[src/hw/rtl/pas_pkg.sv]
// ----------------------------------------------------------------------------
// pas_pkg
// Shared types, constants and the arctangent table for the phasor adder.
// ----------------------------------------------------------------------------
package pas_pkg;

  localparam int unsigned AmpW   = 24;
  localparam int unsigned PhW    = 17;
  localparam int unsigned XW     = 36;   // datapath width of x and y
  localparam int unsigned ZW     = 34;   // angle width, 2^32 per turn
  localparam int unsigned GuardW = 6;
  localparam int unsigned MaxSteps = 24;

  localparam logic [29:0]         InvGain     = 30'd652032874;
  localparam logic signed [ZW-1:0] QuarterTurn = 34'sd1073741824;

  // One normalized operand
  typedef struct packed {
    logic [AmpW-1:0]        amp;
    logic [AmpW-1:0]        freq;
    logic signed [PhW-1:0]  ph;
  } pas_op_t;

  // Arctangent of 2^-i in 2^32 units per turn
  function automatic logic signed [ZW-1:0] pas_atan(input int unsigned i);
    logic signed [ZW-1:0] v;
    begin
      case (i)
        0:  v = 34'sd536870912;
        1:  v = 34'sd316933406;
        2:  v = 34'sd167458907;
        3:  v = 34'sd85004756;
        4:  v = 34'sd42667331;
        5:  v = 34'sd21354465;
        6:  v = 34'sd10679838;
        7:  v = 34'sd5340245;
        8:  v = 34'sd2670163;
        9:  v = 34'sd1335087;
        10: v = 34'sd667544;
        11: v = 34'sd333772;
        12: v = 34'sd166886;
        13: v = 34'sd83443;
        14: v = 34'sd41722;
        15: v = 34'sd20861;
        16: v = 34'sd10430;
        17: v = 34'sd5215;
        18: v = 34'sd2608;
        19: v = 34'sd1304;
        20: v = 34'sd652;
        21: v = 34'sd326;
        22: v = 34'sd163;
        23: v = 34'sd81;
        default: v = '0;
      endcase
      return v;
    end
  endfunction

endpackage

[src/hw/rtl/pas_norm.sv]
// ----------------------------------------------------------------------------
// pas_norm
// Registered normalization of one operand: magnitudes, phase fixup and wrap.
// ----------------------------------------------------------------------------
module pas_norm import pas_pkg::*; (
  input  logic                    clk_i,
  input  logic                    en_i,
  input  logic signed [AmpW-1:0]  amp_i,
  input  logic signed [AmpW-1:0]  freq_i,
  input  logic signed [15:0]      phase_i,
  output pas_op_t                 op_o
);

  logic              fneg, aneg;
  logic signed [17:0] p_neg, p_adj;
  logic [15:0]       p_low;
  logic [AmpW:0]     amp_ext, freq_ext;
  pas_op_t           op_d, op_q;

  // Negate phase for negative frequency, add a half turn on sign mismatch
  always_comb begin
    fneg     = freq_i[AmpW-1];
    aneg     = amp_i[AmpW-1];
    p_neg    = fneg ? -18'(phase_i) : 18'(phase_i);
    p_adj    = (fneg != aneg) ? (p_neg + 18'sd32768) : p_neg;
    p_low    = p_adj[15:0];
    amp_ext  = aneg ? -{amp_i[AmpW-1], amp_i} : {amp_i[AmpW-1], amp_i};
    freq_ext = fneg ? -{freq_i[AmpW-1], freq_i} : {freq_i[AmpW-1], freq_i};
    op_d.amp  = amp_ext[AmpW-1:0];
    op_d.freq = freq_ext[AmpW-1:0];
    op_d.ph   = (p_low > 16'd32768) ? {1'b1, p_low} : {1'b0, p_low};
  end

  // Hold when the pipeline is stalled
  always_ff @(posedge clk_i) begin
    if (en_i) begin
      op_q <= op_d;
    end
  end

  assign op_o = op_q;

endmodule

[config.mk]
export PLATFORM = sky130hd
export DESIGN_NAME = pas_norm
export DESIGN_NICKNAME = d
export VERILOG_FILES = /design/src/hw/rtl/pas_pkg.sv /design/src/hw/rtl/pas_norm.sv
export SDC_FILE = /design/constraint.sdc
export NUM_CORES = 1
export LEC_CHECK = 0
export BUFFER_PORTS_ARGS = -buffer_cell sky130_fd_sc_hd__buf_2
export CELL_PAD_IN_SITES_DETAIL_PLACEMENT = 1
export CELL_PAD_IN_SITES_GLOBAL_PLACEMENT = 2
export CORE_UTILIZATION = 32
export CTS_BUF_LIST = sky130_fd_sc_hd__clkbuf_4
export DETAILED_ROUTE_END_ITERATION = 16
export PLACE_DENSITY_LB_ADDON = 0.1
export SLEW_MARGIN = 0
export SYNTH_ARGS = -nofsm -noshare
export SYNTH_HDL_FRONTEND = slang
export SYNTH_SLANG_ARGS = --single-unit
[constraint.sdc]
create_clock -name clk_i -period 3.9 [get_ports clk_i]
set_clock_uncertainty 0.15 [all_clocks]
set_input_delay 0.585 -clock clk_i [delete_from_list [all_inputs] [get_ports clk_i]]
set_output_delay 0.585 -clock clk_i [all_outputs]
set_load 0.01 [all_outputs]
==> impl_metrics.ini, run 1 <==
[cts]
cts_buffers = 9
cts_tree = yes
postCtsSetupBuffers = 0
hold_buffers = 0
numClockSinks = 65
cts-root-buf = clkbuf_4
htree_levels = 3
clkTransAtPathRegs_ns = 0.11
cts_resized = 0
clock_path_buffers = 2

[power_and_ir_drop]
powerDensity_nw_per_um2 = 354
vdd_drop_max_v = 0.000162
p_leak_uw = 0.00162

[yosys]
ys_seq_area_frac = 0.562
synth_area_per_cell_um2 = 12.5
yosys_warnings = 0
synth_ff_type = edfxtp_1
synthDistinctLibCells = 41
synthCells = 277
async_flop_share = 0
synth-edff-count = 65
ys_seq_elements = 65
synth_area_leader_cell = edfxtp_1
synth.most_common_cell = edfxtp_1
synth_nets = 347
synthTopCellsByCount = edfxtp_1, xnor2_1, o21ai_0
synth_top_area_frac = 0.562
synth_area_leaders = edfxtp_1, xnor2_1, o21ai_0, o31ai_1, o41ai_2
synth.cell_area_um2 = 3470

[critical_path]
cp_max_fo = 7
critPathTopFamily = simple AND/OR/NAND/NOR gates
crit_path_start_kind = primary input
arrival_ns = 2.81
path_class = in2reg
worst_ep_required_time_ns = 3.90
setup.worst_path.end_class = flip-flop
worst-path-buf-inv = 2
critPathSlowestCell = or4b_1
worstPathCellList = buf_2 > inv_1 > ha_1 > or4b_1 > or4_4 > or4_1 > a31oi_1 > a41oi_1
max_stage_delay_ns = 0.57

[timing]
hold_violations = 0
setup_violations = 0
min_period_ns = 2.81
rsz0062_at_grt = no
report.final.slew_viol_count = 0
setup_tns_ns = 0
worst_pin_slew_ns = 0.830
fmax_mhz = 356
relSlewSlack = 0.447
fin_crit_sh = 0.720
worst_slack_ns = 1.09

[die]
die_y_um = 106
die_x_um = 106
rows = 37
floorplan.initialDensity = 0.333
dieArea_um2 = 11300
io_pins = 131
coreArea_um2 = 10400

[flow_run]
drv_cap = 0

[finish]
postLayoutCellArea_um2 = 4340
fin_nets = 476
final_util = 0.417
fill_cells = 1198
multi_input_area_um2 = 1420
drive_above_1_share = 0.383
largest_reg_flops = 65
final-seq-area_um2 = 1950
area_growth_pct = 25.1
n_antenna_cell = 0

[grt]
grtUsageMet3 = 0.0515
grt_max_degree = 66
grt_pass1_vias = 2661
track_usage = 0.155
top_usage_layer = met2
grt_first_pass_wirelength_um = 13300
grtUsageMet2 = 0.249
use_met1 = 0.194
grt_overflow = 0
antenna_found_initial = 0

[drt]
dr.pass1.iters = 4
drc = 0
ant_nets = 0
vias = 2693
wl_per_cell_um = 15.5
totalWireLength_um = 8450
viasPerCell = 4.93
first_iter_violations = 86

[placed_design]
place_ws_ns = 0.635
postPlaceCellArea_um2 = 4250
port_buffers = 130
dpl.hpwl_um = 6340
place_congestion = 0.778

[hold_path]
min_path_type = in2reg

[status]
status = completed
==> area by class of cell <==
cell class,count,share of cell area
sequential,65,0.449
multi-input combinational,189,0.328
timing repair buffer,132,0.153
tap,136,0.0392
clock buffer,10,0.0173
inverter,9,0.00778
clock inverter,5,0.00547
==> power breakdown <==
part           internal (uW)  total, uW  switching (uW)  leakage (uW)
Sequential               856        873            16.5      0.000635
Clock                    128        362             235     0.0000548
Combinational            129        301             172      0.000927
Total                   1110       1540             423       0.00162
==> layer usage <==
metal	routed length (um)	part of all wire
met2	3970	0.47
met5	0	0
met1	3820	0.45
met4	104	0.012
met3	549	0.065
==> cell usage in the layout, fill, tap and decap left out, types with 3 or more instances in the layout <==
cell and count:
ha_1 4, a21oi_1 3, clkinv_1 3, nor4_1 4
nand2_1 12, o31ai_1 14, o41ai_1 6, o21ai_0 23
nand2b_1 8, inv_1 9, edfxtp_1 65, clkbuf_4 10
xor2_1 5, or3_1 5, o41ai_2 4, buf_2 130
or4_4 5, or4_1 8, nor3_1 6, nor2_1 4
or3_4 3, xnor2_1 52
==> logic make-up after synthesis <==
logic type      count (synthesis)  synth area share
compound gates                 62             0.129
fa+ha+maj                       4            0.0144
xor+xnor                       57             0.144
flops                          65             0.562
buf+inv                        23            0.0277
simple gates                   66             0.123
==> per-stage QoR <==
| step | instances | power, uW | hold WS, ns |
|---|---|---|---|
| 2_1_floorplan | 277 | 1040 | 0.534 |
| 3_3_place_gp | 531 | 1190 | 0.641 |
| 3_5_place_dp | 531 | 1200 | 0.645 |
| 4_1_cts | 546 | 1570 | 0.181 |
| 5_1_grt | 546 | 1620 | 0.180 |
| 6_report | 546 | 1540 | 0.220 |
==> path summary, 6_finish.rpt <==
kind,from,end,slack [ns],cells after the start
worst min-delay path,amp_i[0],op_o[41],0.22,1
worst max-delay path,phase_i[1],op_o[16],1.09,8
Power figures use the tool's default switching activity.
==> run 2: changes to the inputs <==
==> constraint.sdc (replaced) <==
create_clock -name clk_i -period 2.7 [get_ports clk_i]
set_clock_uncertainty 0.15 [all_clocks]
set_input_delay 0.405 -clock clk_i [delete_from_list [all_inputs] [get_ports clk_i]]
set_output_delay 0.405 -clock clk_i [all_outputs]
set_load 0.01 [all_outputs]
==> run 2 against run 1 <==
  * Wire length increased by 8.1%
  * Final cell count is 5.9% higher
  * Non-clock buffer count increased by 32
  * Flip-flop and latch count stayed put
  * Largest power group unchanged
==> impl_metrics.ini, run 2 (synthesized netlist as in run 1, its figures left out) <==
[status]
status = completed

[timing]
worst_pin_slew_ns = 0.529
rsz0062_at_grt = no
fmax_mhz = 415
fin_crit_sh = 0.892
min_period_ns = 2.41
setup_violations = 0
worst_slack_ns = 0.291
hold_violations = 0
report.final.slew_viol_count = 0
relSlewSlack = 0.638

[drt]
viasPerCell = 4.90
dr.pass1.iters = 4
wl_per_cell_um = 15.8
ant_nets = 0
vias = 2830
drc = 0
first_iter_violations = 90
totalWireLength_um = 9140

[grt]
antenna_found_initial = 0
grt_pass1_vias = 2874
track_usage = 0.169
grt_first_pass_wirelength_um = 14500
grt_max_degree = 34
grt_overflow = 0

[power_and_ir_drop]
p_leak_uw = 0.00180
total_power_uw = 2470
powerDensity_nw_per_um2 = 532
vdd_drop_max_v = 0.000189

[cts]
numClockSinks = 65
postCtsSetupBuffers = 0
hold_buffers = 0
cts_buffers = 9
cts-root-buf = clkbuf_4
htree_levels = 3
clkTransAtPathRegs_ns = 0.12
cts_resized = 0
clock_path_buffers = 2
cts_tree = yes

[critical_path]
critPathSlowestCell = or4b_4
crit_path_start_kind = primary input
worst_ep_required_time_ns = 2.71
setup.worst_path.end_class = flip-flop
path_class = in2reg
worstPathCellList = buf_2 > inv_1 > ha_1 > or4b_4 > or4_4 > or4_1 > a31oi_1 > a41oi_1
critPathTopFamily = simple AND/OR/NAND/NOR gates
arrival_ns = 2.42
max_stage_delay_ns = 0.49
cp_max_fo = 3
worst-path-buf-inv = 2

[finish]
postLayoutCellArea_um2 = 4650
fin_nets = 508
drive_above_1_share = 0.434
largest_reg_flops = 65
n_antenna_cell = 0
layout_common_cells = buf_2, edfxtp_1, xnor2_1
final_common_cell = buf_2
area_growth_pct = 34.0

[hold_path]
min_path_type = in2reg

[placed_design]
place_congestion = 0.766
postPlaceCellArea_um2 = 4500
port_buffers = 130
dpl.hpwl_um = 7070
place_ws_ns = -0.150

[die]
floorplan.initialDensity = 0.333
coreArea_um2 = 10400
rows = 37
die_x_um = 106
dieArea_um2 = 11300
die_y_um = 106
io_pins = 131

[flow_run]
drv_cap = 0
==> run 2: layer usage <==
metal	wire length [um]	track usage	vias to the layer above
met5	0	0	-
met4	194	0.0813	0
met3	483	0.0319	14
met2	4400	0.282	81
met1	4050	0.208	1351
li1	-	-	1384
==> run 2: metrics by stage <==
step,util,std cells,setup TNS [ns],hold slack (ns)
2_1_floorplan,-,277,0,0.354
3_3_place_gp,0.432,563,-0.125,0.462
3_5_place_dp,0.432,563,-0.218,0.466
4_1_cts,0.447,578,0,0.00327
5_1_grt,0.447,578,0,0.0161
6_report,0.447,578,0,0.0278
==> run 2: power by group <==
part	switching, uW	internal, uW
clock	357	388
sequential	24.9	1240
combinational	257	211
total	639	1830
==> run 2: path summary, 6_finish.rpt <==
kind,from,to,slack [ns],cells past startpoint
setup / recovery,phase_i[0],op_o[16],0.29,8
hold / removal,amp_i[0],op_o[41],0.03,1
==> run 2: final cells by class <==
class	instances	area, um2
Clock buffer	11	82.6
Sequential cell	65	1950
Multi-Input combinational cell	189	1430
Inverter	9	33.8
Tap cell	136	170
Timing Repair Buffer	164	918
Clock inverter	4	68.8
Fill cell	1148	5760
==> run 3: changes to the inputs <==
--- a/config.mk
+++ b/config.mk
@@ -6,8 +6,9 @@
 export NUM_CORES = 1
 export LEC_CHECK = 0
 export BUFFER_PORTS_ARGS = -buffer_cell sky130_fd_sc_hd__buf_2
-export CELL_PAD_IN_SITES_DETAIL_PLACEMENT = 1
+export CELL_PAD_IN_SITES_DETAIL_PLACEMENT = 0
 export CELL_PAD_IN_SITES_GLOBAL_PLACEMENT = 2
+export CORE_MARGIN = 1.5
 export CORE_UTILIZATION = 32
 export CTS_BUF_LIST = sky130_fd_sc_hd__clkbuf_4
 export DETAILED_ROUTE_END_ITERATION = 16
==> run 3 against run 2 <==
  * Via count fell by 1.7%
  * Critical path depth fell by 1
  * Global-route usage fell by 1.5 points
  * Cell area up 0.19%
  * First-iteration DRC count grew 10%
  * Power shrank 0.44%
  * Clock-buffer cell count fell by 1
  * Setup slack improved by 0.033 ns
  * Maximum frequency increased by 1.4%
  * Wire length is 6.5% lower
  * Non-clock buffer count is the same
  * Largest cell class unchanged
  * Highest routed layer unchanged
==> impl_metrics.ini, run 3 (synthesized netlist as in run 1, its figures left out) <==
[power_and_ir_drop]
power_frac_seq = 0.511
internal_power_uw = 1830
powerDensity_nw_per_um2 = 528
sw_frac_of_total = 0.257
vdd_drop_max_v = 0.000212
p_leak_uw = 0.00181
p_comb_frac = 0.189
total_power_uw = 2460
switching_power_uw = 633
clockPowerShare = 0.300

[timing]
rsz0062_at_grt = no
hold_violations = 0
report.final.slew_viol_count = 0
fin_crit_sh = 0.880
relSlewSlack = 0.667
worst_pin_slew_ns = 0.487
fmax_mhz = 421
min_period_ns = 2.38
setup_violations = 0

[cts]
cts_tree = yes
clkTransAtPathRegs_ns = 0.11
cts-root-buf = clkbuf_4
postCtsSetupBuffers = 0
htree_levels = 3
hold_buffers = 0
numClockSinks = 65
cts_buffers = 9
cts_resized = 0
clock_path_buffers = 2

[finish]
fin_nets = 508
fill_cells = 1004
final_common_cell = buf_2
area_growth_pct = 34.3
multi_input_area_um2 = 1430
drive_above_1_share = 0.436
postLayoutCellArea_um2 = 4660
final_util = 0.448
layout_common_cells = buf_2, edfxtp_1, xnor2_1
largest_reg_flops = 65
final-seq-area_um2 = 1950

[die]
dieArea_um2 = 11500
io_pins = 131
die_y_um = 107
die_x_um = 107
floorplan.initialDensity = 0.333
rows = 37
coreArea_um2 = 10400

[drt]
dr.pass1.iters = 4
totalWireLength_um = 8540
ant_nets = 0
vias = 2782
first_iter_violations = 99
viasPerCell = 4.80
drc = 0
wl_per_cell_um = 14.7

[critical_path]
worst-path-buf-inv = 2
worstPathCellList = buf_2 > or4_1 > nor4_1 > o211ai_1 > a2111oi_0 > buf_4 > a41oi_1
cp_max_fo = 6
worst_ep_required_time_ns = 2.69
max_stage_delay_ns = 0.65
critPathSlowestCell = or4_1
path_class = in2reg
arrival_ns = 2.37
critPathTopFamily = simple AND/OR/NAND/NOR gates
crit_path_start_kind = primary input
setup.worst_path.end_class = flip-flop

[grt]
grt_max_degree = 37
grt_pass1_vias = 2705
top_usage_layer = met2
use_met1 = 0.197
grt_overflow = 0
grt_first_pass_wirelength_um = 13400
grtUsageMet2 = 0.242
track_usage = 0.154
antenna_found_initial = 1
grtUsageMet3 = 0.0492

[hold_path]
min_path_type = in2reg

[placed_design]
place_congestion = 0.794
postPlaceCellArea_um2 = 4500
port_buffers = 130
dpl.hpwl_um = 6520

[flow_run]
drv_cap = 0

[status]
status = completed
run 3: changes by cell type in the layout (fill, tap and decap cells not counted):
cell,change
clkinv_2,+1
diode_2,+1
clkinv_4,+1
clkbuf_4,-1
run 3: cell type report:
| type | instances | area share |
|---|---|---|
| Sequential cell | 65 | 0.419 |
| Tap cell | 136 | 0.0365 |
| Antenna cell | 1 | 0.000537 |
| Clock buffer | 10 | 0.0161 |
| Inverter | 9 | 0.00725 |
| Multi-Input combinational cell | 189 | 0.306 |
| Timing Repair Buffer | 164 | 0.197 |
| Clock inverter | 6 | 0.0177 |
run 3: path summary, 6_finish.rpt:
| check | cells past startpoint | slack [ns] | start | endpoint |
|---|---|---|---|---|
| worst max-delay path | 7 | 0.32 | phase_i[4] | op_o[16] |
| worst min-delay path | 1 | 0.06 | amp_i[0] | op_o[41] |
run 3: power by group through the flow:
stage	combinational, uW	sequential (uW)	clock, uW
2_1_floorplan	157	1340	0
3_3_place_gp	470	1280	0
4_1_cts	473	1260	776
5_1_grt	516	1270	812
3_5_place_dp	471	1280	0
6_report	465	1260	738
run 3: per-stage QoR:
| step | hold slack, ns | TNS (ns) | std cells | setup slack [ns] |
|---|---|---|---|---|
| CTS | 0.0178 | 0 | 579 | 0.338 |
| global route | 0.0257 | 0 | 580 | 0.207 |
| finish | 0.0554 | 0 | 580 | 0.324 |
| floorplan | 0.354 | 0 | 277 | 0.00470 |
| detailed placement | 0.465 | -0.173 | 563 | -0.111 |
| global placement | 0.462 | -0.0418 | 563 | -0.0410 |
run 3: metal layers:
layer | vias to the layer above | share of wire
met3 | 8 | 0.068
met5 | - | 0
met1 | 1308 | 0.45
met2 | 79 | 0.47
met4 | 0 | 0.015
li1 | 1387 | -
