[config.mk]
export PLATFORM = sky130hd
export DESIGN_NAME = pas_cell
export DESIGN_NICKNAME = d
export VERILOG_FILES = /design/src/hw/rtl/pas_pkg.sv /design/src/hw/rtl/pas_cell.sv
export SDC_FILE = /design/constraint.sdc
export NUM_CORES = 1
export LEC_CHECK = 0
export ABC_AREA = 1
export ABC_CLOCK_PERIOD_IN_PS = 2100
export CORE_UTILIZATION = 50
export CTS_CLUSTER_SIZE = 8
export DETAILED_ROUTE_END_ITERATION = 8
export DONT_BUFFER_PORTS = 1
export PLACE_DENSITY = 0.69
export SLEW_MARGIN = 20
export SYNTH_ARGS = -nofsm -noshare
export SYNTH_HDL_FRONTEND = slang
export SYNTH_SLANG_ARGS = --single-unit
[constraint.sdc]
create_clock -name clk_i -period 2.1 [get_ports clk_i]
set_input_delay 0.105 -clock clk_i [delete_from_list [all_inputs] [get_ports clk_i]]
set_output_delay 0.105 -clock clk_i [all_outputs]
set_load 0.005 [all_outputs]
[src/hw/rtl/pas_pkg.sv]
// ----------------------------------------------------------------------------
// pas_pkg
// Shared types, constants and the arctangent table for the phasor adder.
// ----------------------------------------------------------------------------
package pas_pkg;

  localparam int unsigned AmpW   = 24;
  localparam int unsigned PhW    = 17;
  localparam int unsigned XW     = 36;   // datapath width of x and y
  localparam int unsigned ZW     = 34;   // angle width, 2^32 per turn
  localparam int unsigned GuardW = 6;
  localparam int unsigned MaxSteps = 24;

  localparam logic [29:0]         InvGain     = 30'd652032874;
  localparam logic signed [ZW-1:0] QuarterTurn = 34'sd1073741824;

  // One normalized operand
  typedef struct packed {
    logic [AmpW-1:0]        amp;
    logic [AmpW-1:0]        freq;
    logic signed [PhW-1:0]  ph;
  } pas_op_t;

  // Arctangent of 2^-i in 2^32 units per turn
  function automatic logic signed [ZW-1:0] pas_atan(input int unsigned i);
    logic signed [ZW-1:0] v;
    begin
      case (i)
        0:  v = 34'sd536870912;
        1:  v = 34'sd316933406;
        2:  v = 34'sd167458907;
        3:  v = 34'sd85004756;
        4:  v = 34'sd42667331;
        5:  v = 34'sd21354465;
        6:  v = 34'sd10679838;
        7:  v = 34'sd5340245;
        8:  v = 34'sd2670163;
        9:  v = 34'sd1335087;
        10: v = 34'sd667544;
        11: v = 34'sd333772;
        12: v = 34'sd166886;
        13: v = 34'sd83443;
        14: v = 34'sd41722;
        15: v = 34'sd20861;
        16: v = 34'sd10430;
        17: v = 34'sd5215;
        18: v = 34'sd2608;
        19: v = 34'sd1304;
        20: v = 34'sd652;
        21: v = 34'sd326;
        22: v = 34'sd163;
        23: v = 34'sd81;
        default: v = '0;
      endcase
      return v;
    end
  endfunction

endpackage

[src/hw/rtl/pas_cell.sv]
// ----------------------------------------------------------------------------
// pas_cell
// One CORDIC micro-rotation with its output register, rotate or vector mode.
// ----------------------------------------------------------------------------
module pas_cell import pas_pkg::*; #(
  parameter int unsigned STEP   = 0,
  parameter bit          VECTOR = 1'b0
) (
  input  logic                 clk_i,
  input  logic                 en_i,
  input  logic signed [XW-1:0] x_i,
  input  logic signed [XW-1:0] y_i,
  input  logic signed [ZW-1:0] z_i,
  output logic signed [XW-1:0] x_o,
  output logic signed [XW-1:0] y_o,
  output logic signed [ZW-1:0] z_o
);

  localparam logic signed [ZW-1:0] Atan = pas_atan(STEP);

  logic                 pos;
  logic signed [XW-1:0] dx, dy, x_d, y_d, x_q, y_q;
  logic signed [ZW-1:0] z_d, z_q;

  // Pick direction and rotate by atan(2^-STEP)
  always_comb begin
    pos = VECTOR ? y_i[XW-1] : ~z_i[ZW-1];
    dx  = y_i >>> STEP;
    dy  = x_i >>> STEP;
    if (pos) begin
      x_d = x_i - dx;
      y_d = y_i + dy;
      z_d = z_i - Atan;
    end else begin
      x_d = x_i + dx;
      y_d = y_i - dy;
      z_d = z_i + Atan;
    end
  end

  always_ff @(posedge clk_i) begin
    if (en_i) begin
      x_q <= x_d;
      y_q <= y_d;
      z_q <= z_d;
    end
  end

  assign x_o = x_q;
  assign y_o = y_q;
  assign z_o = z_q;

endmodule

==> results of run 1 <==
## layer usage
layer | global-route usage (%) | share of wire, % | up-vias
met5 | 0 | 0 | -
met4 | 13.9 | 3.4 | 0
met3 | 4.85 | 8.8 | 74
met2 | 55.0 | 43 | 549
met1 | 48.5 | 45 | 5382
li1 | - | - | 5827
## flip-flops by register name, summed over array words and instances (netlist names)
register	cells
x_o	36
z_o	34
y_o	35
## path summary, 6_finish.rpt
kind | to | slack, ps | startpoint
worst min-delay path | x_o[24]$_DFFE_PP_ | -170 | en_i
worst max-delay path | y_o[32]$_DFFE_PP_ | 80 | y_i[0]
## cells by family after synthesis
kind of cell | after synthesis
adders and majority gates | 116
AOI/OAI and AO/OA | 266
and+or+nand+nor | 854
xor gates and xnor gates | 30
buffers and inverters | 299
DFF | 105
## final cells by class
class | instances | area, um2 | area share (%)
sequential | 105 | 3150 | 23.3
clock buffer | 9 | 225 | 1.66
timing repair buffer | 259 | 2080 | 15.4
clock inverter | 7 | 95.1 | 0.702
multi-input combinational | 1266 | 6690 | 49.4
tap | 280 | 350 | 2.59
inverter | 253 | 950 | 7.01
## critical path: cells and delay by family
kind,cells,cell delay [ps]
adders and majority gates,2,740
AOI/OAI and AO/OA,1,440
and+or+nand+nor,9,860
buffers and inverters,1,30
## report_power, final
| group | switching (W) | total (W) | internal [W] | leakage [nW] |
|---|---|---|---|---|
| sequential | 0.000156 | 0.00281 | 0.00265 | 1.03 |
| combinational | 0.00182 | 0.00307 | 0.00125 | 5.76 |
| clock | 0.000962 | 0.00193 | 0.000965 | 0.157 |
## through the flow
step / area (um2) / instances
after detailed placement: 12900 / 2130
after floorplan: 11000 / 1670
final: 13500 / 2179
after global routing: 13500 / 2179
after global placement: 12900 / 2130
after CTS: 13500 / 2179
## what timing repair did
action	4_1_cts	5_1_grt
endpoints found under the setup margin	0	8
resized for setup	0	1
hold endpoints to repair	176	105
## placed cells by master (no fill, tap or decap), types with 4 or more instances in the layout
cell type      count
a21o_1             8
a21oi_1          122
a31oi_1            4
and2_1             4
buf_4            223
clkbuf_16          9
dlygate4sd3_1     32
edfxtp_1         105
fa_1               4
ha_1             112
inv_1            249
inv_2              4
nand2_1          496
nand3_1          157
nand4_1            5
nor2_1           161
nor3_1            14
o21ai_0           90
o21ai_1            7
o21bai_1          15
o22ai_1            9
xor2_1            29
==> metrics.md, run 1 <==
| Metric | Value |
|---|---|
| Setup tns final | 0 ps |
| Synthesized area | 11000 um2 |
| Setup Fix Bufs, Post-CTS | 0 |
| Initial DRC count | 1090 |
| Clock buffer depth | 2 |
| Cell with the most instances after synthesis | nand2_1 |
| Ports | 214 |
| Synth top area share | 28.6% |
| Yosys reg bits | 105 |
| CP arrival | 2160 ps |
| Initial core utilization | 50.8% |
| Final antenna-violating net count | 0 |
| Total grt overflow | 0 |
| Area of the die | 22700 um2 |
| Pin count of the biggest net entering global routing | 106 |
| Total CTS buffers | 9 |
| RSZ-0062 raised after global routing | false |
| GRT Total Usage | 35.1% |
| Yosys warnings | 0 |
| CTS tree | yes |
| Largest family of logic cells by synthesized area | simple AND/OR/NAND/NOR gates |
| DRC errors left | 0 |
| Vias/cell | 5.43 |
| DP Worst Slack | -235 ps |
| F_max | 0.496 GHz |
| Simple-Gate Fraction of Synth Area | 31.7% |
| EDFF count, synth | 105 |
| Post-synth top cells | nand2_1, inv_1, nor2_1 |
| DP HPWL | 32400 um |
| Hold crit path type | input pin to register |
| Core region area | 21800 um2 |
| CP max stage cell | fa_1 |
| Leading area contributor after synthesis | edfxtp_1 |
| Clock sink count | 105 |
| Util after Layout | 62.2% |
| Routed vias | 11832 |
| # Max-Cap Violations | 0 |
| Area contributors post-synth | edfxtp_1, nand2_1, ha_1 |
| Worst relative slew slack | 68.3% |
| Status | finished, violations left |
| ANT cells | 0 |
| WL final | 39900 um |
| Critical path endpoint category | register |
| Final worst path period share | 96.1% |
| Clock transition at path regs | 100 ps |
| Final Max Tran Viols | 0 |
| CP dominant cell by count | nand2_1 |
| Worst-Margin Slew | 472 ps |
| Synthesized Nets | 1894 |
| Synth Flop Type | edfxtp_1 |
| Crit path launch type | input pin |
| Hold WS | -170 ps |
| Post-Synth Adder-Cell Area | 13.4% |
| Power, Total | 0.00781 W |
| Share of layout cells above drive strength 1 | 13.7% |
| Drt pass-1 iters | 7 |
| Avg Cell Area, Syn | 6.61 um2 |
| Pwr dens | 577 nW/um2 |
| Synth Area in Compound Gates | 13.0% |
| Peak VDD IR | 340 uV |
| CP Cell Sequence | inv_1 -> ha_1 -> fa_1 -> o21ai_0 -> nand2_1 -> nand2_1 -> nand2_1 -> nand2_1 -> nand2_1 -> nand2_1 -> nand2_1 -> nand3_1 -> nand2_1 |
| Port Buffer Count | 0 |
| Die Span X | 151 um |
| Global-route wire length before repair | 59300 um |
| Post-Syn Instances | 1670 |
| Register area share after synthesis | 28.6% |
| Final #Nets | 2118 |
| Hold path depth | 0 |
| Crit path largest cell delay | 530 ps |
| Critical path class | input pin to register |
| GPL Wtd Cong | 1.01 |
| PnR worst setup slack | 82.4 ps |
| Minimum clock period | 2020 ps |
| CTS H-tree depth | 3 |
| Hold buffer count at CTS | 33 |
| Rows | 54 |
| Leakage power | 6.94 nW |
| Maximum fanout along the worst path | 4 |
| Filler cell count | 2097 |
| Die Y | 151 um |
| CTS Root Cell | clkbuf_16 |
| Synth Area in XOR/XNOR | 2.38% |
| Vias in the first global route | 11052 |
| Violated checks | negative hold slack |
| Initial antenna violation count | 0 |
| Final setup fails | 0 |
| Required time worst endpoint | 2250 ps |
| Area Growth Syn to Fin | 22.6% |
| Mux share of post-synthesis cell area | 0% |
| Ys async rst share | 0% |
| Final hold violations | 106 |
| Yosys cell types | 39 |
| Avg WL per Cell | 18.3 um |
(Power assumes the default switching activity.)
==> run 2: changes to the inputs <==
ABC_AREA = unset   (was 1)
HOLD_SLACK_MARGIN = 0.08   (was unset)
==> run 2 against run 1 <==
  * The flow finishes with violations (negative hold slack, negative setup slack)
  * Critical path depth decreased by 1
  * Total power increased by 0.87%
  * Synthesized cell count decreased by 35%
  * Critical endpoint is now y_o[34]$_DFFE_PP_
  * Synthesized area decreased by 12%
  * Sequential share of layout area decreased by 0.33 points
  * Worst hold slack improved by 13 ps
  * Largest power group unchanged
==> metrics.md, run 2 <==
| Metric | Value |
|---|---|
| Status | finished, violations left (unchanged) |
| Violated checks | negative hold slack, negative setup slack (was negative hold slack) |
| GR Util met1 | 43.2% (was 48.5%) |
| Ports | 214 (unchanged) |
| Worst relative slew slack | 34.4% (was 68.3%) |
| Synthesized Nets | 1303 (was 1894) |
| Dpl cells | 1578 (was 2130) |
| CP arrival | 2480 ps (was 2160 ps) |
| Area of the multi-input gates | 6720 um2 (was 6690 um2) |
| Largest register FFs | 36 (unchanged) |
| Hold path depth | 0 (unchanged) |
| Filler cell count | 1417 (was 2097) |
| Core region area | 18800 um2 (was 21800 um2) |
| Synth Flop Type | edfxtp_1 (unchanged) |
| Cell with the most instances after synthesis | a21oi_1 (was nand2_1) |
| PnR worst setup slack | -276 ps (was 82.4 ps) |
| Power, Total | 0.00788 W (was 0.00781 W) |
| Port Buffer Count | 0 (unchanged) |
| Post-Syn Instances | 1079 (was 1670) |
| Commonest non-fill, non-tap cell in the layout | buf_4 (was nand2_1) |
| GRT busiest layer | met2 (unchanged) |
| Die Span X | 141 um (was 151 um) |
| Routed vias | 9570 (was 11832) |
| Hold_sp | en_i (unchanged) |
| Drt pass-1 iters | 5 (was 7) |
| Final non-filler cell total | 1657 (was 2179) |
| Reg area | 3150 um2 (unchanged) |
| Initial antenna violation count | 0 (unchanged) |
| CP dominant cell by count | a211oi_4 (was nand2_1) |
| GR Layer Usage met2 | 54.2% (was 55.0%) |
| CTS H-tree depth | 3 (unchanged) |
| Crit path largest cell delay | 350 ps (was 530 ps) |
| DRC errors left | 0 (unchanged) |
| Rows | 50 (was 54) |
| DP Worst Slack | -711 ps (was -235 ps) |
| Vias in the first global route | 9274 (was 11052) |
| Initial DRC count | 922 (was 1090) |
| Final antenna-violating net count | 0 (unchanged) |
| Crit path launch type | input pin (unchanged) |
| F_max | 0.421 GHz (was 0.496 GHz) |
| Final hold violations | 105 (was 106) |
| Register area share after synthesis | 32.6% (was 28.6%) |
| Met3 Track Usage GR | 6.18% (was 4.85%) |
| Area of the die | 19900 um2 (was 22700 um2) |
| GRT Total Usage | 32.8% (was 35.1%) |
| Pin count of the biggest net entering global routing | 106 (unchanged) |
| Hold WS | -157 ps (was -170 ps) |
| Yosys reg bits | 105 (unchanged) |
| CTS tree | yes (unchanged) |
| CP Cell Sequence | inv_8 -> ha_4 -> fa_2 -> nand3b_1 -> a211oi_4 -> nor3_4 -> o41ai_4 -> buf_4 -> a211oi_4 -> o41a_1 -> a211oi_2 -> xor2_1 (was inv_1 -> ha_1 -> fa_1 -> o21ai_0 -> nand2_1 -> nand2_1 -> nand2_1 -> nand2_1 -> nand2_1 -> nand2_1 -> nand2_1 -> nand3_1 -> nand2_1) |
| Area contributors post-synth | edfxtp_1, ha_1, a21oi_1 (was edfxtp_1, nand2_1, ha_1) |
| Final instance area | 13700 um2 (was 13500 um2) |
| Critical path endpoint category | register (unchanged) |
| Critical path class | input pin to register (unchanged) |
| Avg Cell Area, Syn | 8.97 um2 (was 6.61 um2) |
| Clock buffer depth | 2 (unchanged) |
| Required time worst endpoint | 2200 ps (was 2250 ps) |
| Maximum fanout along the worst path | 3 (was 4) |
| Minimum clock period | 2380 ps (was 2020 ps) |
| Yosys warnings | 0 (unchanged) |
| Total grt overflow | 0 (unchanged) |
| Ys async rst share | 0% (unchanged) |
| Clock sink count | 105 (unchanged) |
| Peak VDD IR | 409 uV (was 340 uV) |
| Worst-Margin Slew | 981 ps (was 472 ps) |
| CTS Root Cell | clkbuf_16 (unchanged) |
| Hold buffer count at CTS | 35 (was 33) |
| ANT cells | 0 (unchanged) |
| Total CTS buffers | 9 (unchanged) |
| Clock transition at path regs | 90 ps (was 100 ps) |
| Global-route wire length before repair | 50000 um (was 59300 um) |
| Synthesized area | 9680 um2 (was 11000 um2) |
| Hold crit path type | input pin to register (unchanged) |
| Leakage power | 5.88 nW (was 6.94 nW) |
| Post-synth top cells | a21oi_1, ha_1, inv_1 (was nand2_1, inv_1, nor2_1) |
| Avg WL per Cell | 20.0 um (was 18.3 um) |
| GPL Wtd Cong | 1.00 (was 1.01) |
| Area Growth Syn to Fin | 41.9% (was 22.6%) |
| # Max-Cap Violations | 0 (unchanged) |
| EDFF count, synth | 105 (unchanged) |
| Pwr dens | 573 nW/um2 (was 577 nW/um2) |
| Initial core utilization | 51.4% (was 50.8%) |
| Synth top area share | 32.6% (was 28.6%) |
| Leading area contributor after synthesis | edfxtp_1 (unchanged) |
| CP max stage cell | a211oi_4 (was fa_1) |
| Final #Nets | 1616 (was 2118) |
| Final worst path period share | 113% (was 96.1%) |
| Final setup fails | 23 (was 0) |
| WL final | 33200 um (was 39900 um) |
| Final Max Tran Viols | 0 (unchanged) |
| Yosys cell types | 77 (was 39) |
| RSZ-0062 raised after global routing | true (was false) |
| Die Y | 141 um (was 151 um) |
| Share of layout cells above drive strength 1 | 35.6% (was 13.7%) |
| DP HPWL | 25000 um (was 32400 um) |
| WHS Endpoint | x_o[14]$_DFFE_PP_ (was x_o[24]$_DFFE_PP_) |
| Most frequent cells in the layout | buf_4, edfxtp_1, a21oi_1, inv_1, ha_1 (was nand2_1, inv_1, buf_4, nor2_1, nand3_1) |
| Vias/cell | 5.78 (was 5.43) |
| Placed Area | 12300 um2 (was 12900 um2) |
[run 2: cell count changes after synthesis, sizes merged, moves of 19 or more]
cell,before,now
o21ai,97,73
inv,253,111
nor2,164,80
xnor2,1,58
nand3,160,15
nand2,497,50
a21oi,122,141
[run 2: logic make-up (layout without fill, tap and decap cells)]
| logic type | after synthesis | after routing | synth area share [%] |
|---|---|---|---|
| compound gates | 375 | 375 | 25.3 |
| fa+ha+maj | 116 | 116 | 15.3 |
| buf+inv | 165 | 483 | 6.89 |
| simple gates | 229 | 229 | 11.6 |
| mux | 18 | 18 | 1.87 |
| xor+xnor | 71 | 71 | 6.42 |
| flops | 105 | 105 | 32.6 |
[run 2: worst max-delay path by stage]
stage,from,to
after floorplan,y_i[0],y_o[34]$_DFFE_PP_
after global placement,x_i[9],x_o[32]$_DFFE_PP_
after detailed placement,x_i[9],x_o[32]$_DFFE_PP_
after CTS,y_i[0],y_o[34]$_DFFE_PP_
after global routing,y_i[0],y_o[34]$_DFFE_PP_
final,y_i[0],y_o[34]$_DFFE_PP_
[run 2: critical path: cells and delay by family]
kind	cells	cell delay (ps)
compound gates	5	1230
simple gates	2	350
fa+ha+maj	2	490
xor+xnor	1	100
buf+inv	2	190
[run 2: stage by stage]
stage,hold WS [ps],TNS (ps),util [%]
floorplan,204,-4500,-
CTS,-161,-1560,70.9
detailed placement,204,-20460,65.4
global placement,204,-19240,65.4
global route,-160,-4630,72.9
finish,-157,-2070,72.9
[run 2: repair_timing]
action,in CTS,in global routing
gates resized for setup,55,71
setup buffers,14,17
setup endpoints to repair,31,39
cloned,0,0
hold endpoints to repair,149,105
pin swaps,25,31
[run 2: area by class of cell]
type | instances | area share [%]
clock buffers | 9 | 1.64
clock inverters | 7 | 0.519
inverters | 116 | 3.43
multi-input cells | 809 | 48.9
flip-flops and latches | 105 | 23.0
well taps | 260 | 2.37
repair buffers | 351 | 20.1
[run 2: layer usage]
| layer | vias up | part of all wire, % |
|---|---|---|
| met5 | - | 0 |
| met4 | 0 | 2.6 |
| met3 | 60 | 8.3 |
| met2 | 472 | 47 |
| met1 | 4514 | 42 |
| li1 | 4524 | - |
[run 2: report_power, final]
group          switching (W)  internal (W)
Clock               0.000900      0.000841
Sequential          0.000170       0.00272
Combinational        0.00169       0.00156
Total                0.00276       0.00512
==> run 3: changes to the inputs <==
CTS_BUF_LIST = sky130_fd_sc_hd__clkbuf_8   (was unset)
HOLD_SLACK_MARGIN = 0.1   (was 0.08)
==> run 3 against run 2 <==
  * The flow still finishes with violations (negative hold slack, negative setup slack)
  * Global-route usage fell by 0.26 points
  * Worst hold slack got worse by 33 ps
  * Utilization fell by 1.5 points
  * Clock-buffer cell count did not move
  * Critical path type unchanged
  * Largest cell class unchanged
  * Highest routed layer unchanged
==> metrics.md, run 3 (synthesis results as in run 2) <==
| Metric | Value |
|---|---|
| Rows | 50 (unchanged) |
| Clock sink count | 105 (unchanged) |
| Hold crit path type | input pin to register (unchanged) |
| CTS H-tree depth | 3 (unchanged) |
| Leakage power | 5.81 nW (was 5.88 nW) |
| Final worst path period share | 115% (was 113%) |
| Clock buffer depth | 2 (unchanged) |
| DP HPWL | 25000 um (unchanged) |
| CTS tree | yes (unchanged) |
| Total CTS buffers | 9 (unchanged) |
| GRT Total Usage | 32.6% (was 32.8%) |
| ANT cells | 0 (unchanged) |
| Crit path largest cell delay | 410 ps (was 350 ps) |
| Share of layout cells above drive strength 1 | 33.5% (was 35.6%) |
| Initial core utilization | 51.4% (unchanged) |
| CP Cell Sequence | inv_8 -> ha_4 -> fa_2 -> nand3b_1 -> a211oi_4 -> nor3_4 -> nor3_1 -> a211oi_2 -> o41a_1 -> o2111ai_1 -> o21ai_1 -> xnor2_1 (was inv_8 -> ha_4 -> fa_2 -> nand3b_1 -> a211oi_4 -> nor3_4 -> o41ai_4 -> buf_4 -> a211oi_4 -> o41a_1 -> a211oi_2 -> xor2_1) |
| RSZ-0062 raised after global routing | true (unchanged) |
| Initial antenna violation count | 0 (unchanged) |
| Util after Layout | 71.4% (was 72.9%) |
| DP Worst Slack | -711 ps (unchanged) |
| PnR worst setup slack | -311 ps (was -276 ps) |
| Power, Total | 0.00738 W (was 0.00788 W) |
| Pwr dens | 549 nW/um2 (was 573 nW/um2) |
| Largest register FFs | 36 (unchanged) |
| Crit path launch type | input pin (unchanged) |
| Ports | 214 (unchanged) |
| Critical path endpoint category | register (unchanged) |
| Minimum clock period | 2410 ps (was 2380 ps) |
| Final Max Tran Viols | 0 (unchanged) |
| Final antenna-violating net count | 0 (unchanged) |
| Hold WS | -190 ps (was -157 ps) |
| CP max stage cell | o41a_1 (was a211oi_4) |
| Core region area | 18800 um2 (unchanged) |
| Maximum fanout along the worst path | 3 (unchanged) |
| Initial DRC count | 837 (was 922) |
| Final hold violations | 105 (unchanged) |
| Filler cell count | 1465 (was 1417) |
| Die Y | 141 um (unchanged) |
| GPL Wtd Cong | 1.00 (unchanged) |
| F_max | 0.415 GHz (was 0.421 GHz) |
| Violated checks | negative hold slack, negative setup slack (unchanged) |
| # Max-Cap Violations | 0 (unchanged) |
| Drt pass-1 iters | 6 (was 5) |
| CP arrival | 2570 ps (was 2480 ps) |
| Peak VDD IR | 342 uV (was 409 uV) |
| Worst-Margin Slew | 808 ps (was 981 ps) |
| Avg WL per Cell | 19.9 um (was 20.0 um) |
| Vias in the first global route | 9271 (was 9274) |
| Status | finished, violations left (unchanged) |
| Vias/cell | 5.81 (was 5.78) |
| Area of the die | 19900 um2 (unchanged) |
| Port Buffer Count | 0 (unchanged) |
| Global-route wire length before repair | 49700 um (was 50000 um) |
| Worst relative slew slack | 46.0% (was 34.4%) |
| Required time worst endpoint | 2260 ps (was 2200 ps) |
| Area Growth Syn to Fin | 38.9% (was 41.9%) |
| Routed vias | 9636 (was 9570) |
| Total grt overflow | 0 (unchanged) |
| DRC errors left | 0 (unchanged) |
| Most frequent cells in the layout | buf_4, a21oi_1, edfxtp_1, inv_1, ha_1 (was buf_4, edfxtp_1, a21oi_1, inv_1, ha_1) |
| Commonest non-fill, non-tap cell in the layout | buf_4 (unchanged) |
| Final #Nets | 1618 (was 1616) |
| Clock transition at path regs | 130 ps (was 90 ps) |
| Critical path class | input pin to register (unchanged) |
| WL final | 33000 um (was 33200 um) |
| CTS Root Cell | clkbuf_8 (was clkbuf_16) |
| Hold buffer count at CTS | 39 (was 35) |
| Final setup fails | 18 (was 23) |
| Die Span X | 141 um (unchanged) |
| Pin count of the biggest net entering global routing | 106 (unchanged) |
-- run 3: per-layer routing --
layer	global-route usage, %	vias to the layer above	part of all wire [%]
li1	-	4513	-
met4	10.5	0	2.8
met1	43.2	4570	43
met5	0	-	0
met3	6.35	72	8.0
met2	53.2	481	46
-- run 3: worst paths after layout --
| kind | endpoint | slack, ps | cells past startpoint | from |
|---|---|---|---|---|
| setup / recovery | y_o[32]$_DFFE_PP_ | -310 | 12 | y_i[0] |
| hold / removal | y_o[14]$_DFFE_PP_ | -190 | 0 | en_i |
-- run 3: layout make-up --
class / count / area (um2) / area share [%]
well taps: 260 / 325 / 2.42
clock buffers: 9 / 124 / 0.921
multi-input cells: 809 / 6510 / 48.4
clock inverters: 7 / 71.3 / 0.530
inverters: 116 / 463 / 3.44
flip-flops and latches: 105 / 3150 / 23.5
repair buffers: 353 / 2800 / 20.8
-- run 3: worst max-delay path: cells and delay by family --
| family | cells | cell delay [ps] |
|---|---|---|
| adder cells (fa/ha/maj) | 2 | 500 |
| AO/OA/AOI/OAI | 5 | 1180 |
| buffers and inverters | 1 | 10 |
| XOR/XNOR | 1 | 140 |
| AND/OR/NAND/NOR | 3 | 620 |
-- run 3: what timing repair did --
action                                  4_1_cts  5_1_grt
gates resized for setup                      32       48
pin swaps                                    17       18
buffers inserted                             13       15
endpoints found under the setup margin       23       37
hold endpoints to repair                    166      105
-- run 3: stage by stage --
step | area (um2) | setup TNS (ps) | std cells
detailed placement | 12300 | -20460 | 1578
CTS | 13200 | -703 | 1646
global placement | 12300 | -19240 | 1578
global route | 13400 | -3910 | 1659
floorplan | 10100 | -4500 | 1079
finish | 13400 | -2120 | 1659
-- run 3: power by group --
part	switching, W	internal (W)	total (W)
sequential	0.000170	0.00272	0.00289
combinational	0.00165	0.00153	0.00318
clock	0.000846	0.000466	0.00131
